## src/rtl/lzss_pkg.sv

```systemverilog
// Package for the LZSS stream decompressor: default parameters, fixed field
// widths, the sequencer state type and the token status struct.
// No dependencies; every other file imports it.
package lzss_pkg;

  localparam int DEF_INDEX_BITS  = 12;
  localparam int DEF_LENGTH_BITS = 4;

  // Matches always copy at least this many bytes beyond one.
  localparam int MIN_MATCH_OFFSET = 1;
  localparam int END_MARKER       = 0;

  localparam int LIT_BITS = 8;

  typedef enum logic [3:0] {
    S_IDLE   = 4'b0001,
    S_DECODE = 4'b0010,
    S_READ   = 4'b0100,
    S_EMIT   = 4'b1000
  } lzss_state_t;

  typedef struct packed {
    logic lit_done;
    logic end_done;
    logic match_done;
  } lzss_tok_t;

endpackage

```

## src/rtl/lzss_token_decoder.sv

```systemverilog
// Combinational bit-field extractor: aligns the pending bits, pulls out flag, literal,
// position and length, and gives the bits left once the token is dropped.
// Depends on lzss_pkg.
module lzss_token_decoder #(
  parameter int INDEX_BITS  = lzss_pkg::DEF_INDEX_BITS,
  parameter int LENGTH_BITS = lzss_pkg::DEF_LENGTH_BITS,
  localparam int PEND_W     = 1 + INDEX_BITS + LENGTH_BITS + 7,
  localparam int CNT_W      = $clog2(PEND_W + 1)
) (
  input  logic [PEND_W-1:0]             pending_bits,
  input  logic [CNT_W-1:0]              pending_count,
  output lzss_pkg::lzss_tok_t           tok,
  output logic [lzss_pkg::LIT_BITS-1:0] literal,
  output logic [INDEX_BITS-1:0]         pos,
  output logic [LENGTH_BITS-1:0]        len,
  output logic [PEND_W-1:0]             rest_bits,
  output logic [CNT_W-1:0]              rest_count
);
  import lzss_pkg::*;

  localparam logic [CNT_W-1:0] PEND_C  = CNT_W'(PEND_W);
  localparam logic [CNT_W-1:0] LIT_TOK = CNT_W'(1 + LIT_BITS);
  localparam logic [CNT_W-1:0] POS_TOK = CNT_W'(1 + INDEX_BITS);
  localparam logic [CNT_W-1:0] MAT_TOK = CNT_W'(1 + INDEX_BITS + LENGTH_BITS);

  logic [PEND_W-1:0] aligned;
  logic              flag;
  logic [CNT_W-1:0]  drop;

  // Oldest pending bit is moved up to the top of the word.
  assign aligned = pending_bits << (PEND_C - pending_count);
  assign flag    = aligned[PEND_W-1];
  assign literal = aligned[PEND_W-2 -: LIT_BITS];
  assign pos     = aligned[PEND_W-2 -: INDEX_BITS];
  assign len     = aligned[PEND_W-2-INDEX_BITS -: LENGTH_BITS];

  always_comb begin
    tok.lit_done   = flag && (pending_count >= LIT_TOK);
    tok.end_done   = !flag && (pending_count >= POS_TOK) &&
                     (pos == INDEX_BITS'(END_MARKER));
    tok.match_done = !flag && (pending_count >= MAT_TOK) &&
                     (pos != INDEX_BITS'(END_MARKER));
  end

  assign drop       = flag ? LIT_TOK : MAT_TOK;
  assign rest_count = pending_count - drop;
  assign rest_bits  = pending_bits & ~({PEND_W{1'b1}} << rest_count);

endmodule

```

## config.mk

```make
export PLATFORM = sky130hd
export DESIGN_NAME = lzss_token_decoder
export DESIGN_NICKNAME = d
export VERILOG_FILES = /design/src/rtl/lzss_pkg.sv /design/src/rtl/lzss_token_decoder.sv
export SDC_FILE = /design/constraint.sdc
export NUM_CORES = 1
export LEC_CHECK = 0
export ABC_AREA = 1
export ABC_CLOCK_PERIOD_IN_PS = 8100
export BUFFER_PORTS_ARGS = -buffer_cell sky130_fd_sc_hd__buf_2
export CAP_MARGIN = 20
export CORE_MARGIN = 2
export CORE_UTILIZATION = 56
export DETAILED_ROUTE_END_ITERATION = 10
export PLACE_DENSITY = 0.91
export SLEW_MARGIN = 20
export SYNTH_ARGS = -nofsm -noshare
export SYNTH_HDL_FRONTEND = slang
export SYNTH_SLANG_ARGS = --single-unit
```

## constraint.sdc

```tcl
create_clock -name vclk -period 8.1
set_input_delay 0.405 -clock vclk [all_inputs]
set_output_delay 0.405 -clock vclk [all_outputs]
set_load 0.02 [all_outputs]
```

==> summary.md <==
| Metric | Value |
|---|---|
| Final period util | `65.8%` |
| Routed WL | `6830 microns` |
| Critical path startpoint category | `primary input` |
| WS Path Type | `in2out` |
| Non-Filler Cell Area, Final | `2320 sq um` |
| Final slew viol count | `0` |
| Number of I/O port buffers | `85` |
| Clock period minus worst slack | `5.33 ns` |
| Crit path arrival time | `4.93 ns` |
| CP endpoint | `rest_bits[0]` |
| Global-route total usage across every layer | `31.3%` |
| Power share of the combinational group | `100.0%` |
| Clock buffer count in the final layout | `0` |
| Max-slew headroom at the worst pin | `46.2%` |
| RSZ-0062 raised after global routing | `false` |
| Initial DRT Pass Iterations | `6` |
| Worst hold path class | `in2out` |
| Fin nets | `489` |
| Share of cells above drive strength 1 | `28.1%` |
| Wire length of the first global-routing pass | `10800 microns` |
| Count of filler cells inserted in the layout | `383` |
| Source of the critical timing path | `pending_count[0]` |
| Cell area after placement | `2320 sq um` |
| Number of post-CTS setup repair buffers | `0` |
| I/O pin cnt | `85` |
| Sum of overflow across all layers after global routing | `0` |
| Via Count | `2850` |
| Gp weighted congestion | `0.975` |
| Footprint of the multi-input gates | `1670 sq um` |
| Max-cap violation count | `0` |
| Syn_nets | `430` |
| Number of global-route vias before repair | `2360` |
| Unique cell type count in the Yosys netlist | `29` |
| Worst path required time | `7.70 ns` |
| Register cell area after layout | `0 sq um` |
| Average detailed-routed wire length per instance | `13.7 microns` |
| Highest fanout seen on the critical path | `31` |
| Status | `finished clean` |
| Post-detailed-route via-to-cell ratio | `5.70` |
| Worst vdd ir | `79.3 uV` |
| Area growth from synthesis to final layout | `12.0%` |
| Row cnt | `22` |
| Timing-limited maximum frequency | `0.187 GHz` |
| Diodes inserted | `0` |
| Internal Dissipation | `101 uW` |
| Number of resized instances in the post-cts repair step | `0` |
| Setup TNS | `0 ns` |
| Pin count of the biggest net entering global routing | `32` |
| DIE WIDTH | `64.8 microns` |
| P_leak | `0.00147 uW` |
| Residual DRC count | `0` |
| Initial cell density of the core | `57.5%` |
| Final hold slack | `1.15 ns` |
| Final count of negative-setup-slack endpoints | `0` |
| Yosys warning count | `0` |
| Hold Vio Cnt, Final | `0` |
| Detailed router's first-iteration violation count | `277` |
| Cell area power density | `143 nW/um^2` |
| Core region area | `3610 sq um` |
| Net switching power | `232 uW` |
| Die area | `4200 sq um` |
| Cell Area, Synth | `2070 sq um` |
| FFs & Latches | `0` |
| Sum of net half-perimeters after detailed placement | `5390 microns` |
| Height of the chip | `64.8 microns` |
| Switching share of total power | `69.7%` |
| Clock power share | `0%` |
| Type of destination of the critical path | `primary output` |
| Initial antenna violation count | `0` |
| Quantity of hold-fixing buffers added after cts | `0` |
| Proportion of power drawn by flip-flops and latches | `0%` |
| Post-DRT Antenna Nets | `0` |
| Cell count after synthesis | `395` |
| Average footprint of a synthesized cell | `5.25 sq um` |
| Actual slew at the worst max-slew pin | `0.808 ns` |
| Share of synthesized area occupied by flip-flops and latches | `0%` |
[metrics by stage]
step	power, uW	instances	worst slack [ns]	utilization [%]
after floorplan	263	395	4.22	-
after global placement	325	500	3.14	64.4
after global routing	361	500	2.42	64.4
final	332	500	2.77	64.4
after detailed placement	326	500	2.93	64.4
after CTS	327	500	2.92	64.4
[power by group through the flow]
stage / Clock, uW / Combinational [uW] / Sequential [uW]
after floorplan: 0 / 263 / 0
after global placement: 0 / 325 / 0
after detailed placement: 0 / 326 / 0
after CTS: 0 / 327 / 0
after global routing: 0 / 361 / 0
final: 0 / 332 / 0
[cell type report]
type / count / share of cell area [%]
inverters: 42 / 6.79
multi-input cells: 324 / 72.0
well taps: 48 / 2.59
repair buffers: 86 / 18.6
[cells in the final DEF, fill, tap and decap left out, types with 2 or more instances in the layout]
master	instances
sky130_fd_sc_hd__nand2_2	6
sky130_fd_sc_hd__ha_1	6
sky130_fd_sc_hd__nand2_4	4
sky130_fd_sc_hd__xor2_2	2
sky130_fd_sc_hd__nand3_2	19
sky130_fd_sc_hd__buf_2	85
sky130_fd_sc_hd__nand3_1	100
sky130_fd_sc_hd__a21oi_1	5
sky130_fd_sc_hd__o211ai_1	3
sky130_fd_sc_hd__o21ai_1	3
sky130_fd_sc_hd__nor2_1	36
sky130_fd_sc_hd__nand3_4	2
sky130_fd_sc_hd__inv_2	4
sky130_fd_sc_hd__inv_1	38
sky130_fd_sc_hd__o21ai_0	5
sky130_fd_sc_hd__nand2_1	125
[cell families after synthesis]
kind of cell / count (synthesis) / share of synthesized area, %
buffers and inverters: 71 / 19.4
and+or+nand+nor: 297 / 70.0
adders and majority gates: 6 / 3.62
AOI/OAI and AO/OA: 19 / 5.43
xor gates and xnor gates: 2 / 1.57
[synthesized netlist by cell type (5+ instances only)]
library cell	instances	area share [%]
sky130_fd_sc_hd__nand2_2	6	1.8
sky130_fd_sc_hd__buf_2	5	1.2
sky130_fd_sc_hd__nor2_1	36	6.5
sky130_fd_sc_hd__ha_1	6	3.6
sky130_fd_sc_hd__nand2_1	125	23
sky130_fd_sc_hd__buf_6	6	3.3
sky130_fd_sc_hd__buf_4	15	5.4
sky130_fd_sc_hd__a21oi_1	5	1.2
sky130_fd_sc_hd__inv_1	38	6.9
sky130_fd_sc_hd__nand3_2	19	9.2
sky130_fd_sc_hd__o21ai_0	5	1.2
sky130_fd_sc_hd__nand3_1	100	24
[worst min-delay path by stage]
stage / startpoint / to / slack [ns] / cells after the start
after CTS: pending_bits[5] / rest_bits[5] / 1.16 / 4
after global routing: pending_bits[20] / rest_bits[20] / 1.17 / 4
after floorplan: pending_bits[15] / rest_bits[15] / 0.93 / 2
after detailed placement: pending_bits[9] / rest_bits[9] / 1.16 / 4
after global placement: pending_bits[9] / rest_bits[9] / 1.15 / 4
final: pending_bits[5] / rest_bits[5] / 1.15 / 4
[layer usage]
metal  vias to the layer above  track usage (%)  routed length, microns
li1                       1387                -                       -
met1                      1279             43.3                    2860
met2                       168             53.2                    3300
met3                        16             1.39                     527
met4                         0             7.45                     144
met5                         -                0                       0
[critical path, stage by stage]
cell	delay, ns
sky130_fd_sc_hd__buf_2	0.25
sky130_fd_sc_hd__inv_2	0.49
sky130_fd_sc_hd__ha_1	0.30
sky130_fd_sc_hd__inv_1	0.08
sky130_fd_sc_hd__ha_1	0.27
sky130_fd_sc_hd__buf_4	0.28
sky130_fd_sc_hd__inv_1	0.38
sky130_fd_sc_hd__nor2_4	0.29
sky130_fd_sc_hd__nand2_1	0.08
sky130_fd_sc_hd__nand2_1	0.06
sky130_fd_sc_hd__nor2_1	0.03
sky130_fd_sc_hd__nand2_1	0.07
sky130_fd_sc_hd__nand3_2	0.10
sky130_fd_sc_hd__nand2_2	0.12
sky130_fd_sc_hd__inv_1	0.09
sky130_fd_sc_hd__ha_1	0.30
sky130_fd_sc_hd__inv_1	0.08
sky130_fd_sc_hd__nand3_1	0.09
sky130_fd_sc_hd__nand2_1	0.13
sky130_fd_sc_hd__inv_1	0.20
sky130_fd_sc_hd__nor2_1	0.20
sky130_fd_sc_hd__inv_1	0.10
sky130_fd_sc_hd__nor2_1	0.14
sky130_fd_sc_hd__nand3_1	0.09
sky130_fd_sc_hd__nand2_1	0.08
sky130_fd_sc_hd__inv_1	0.05
sky130_fd_sc_hd__buf_2	0.16
(Power assumes the default switching activity.)
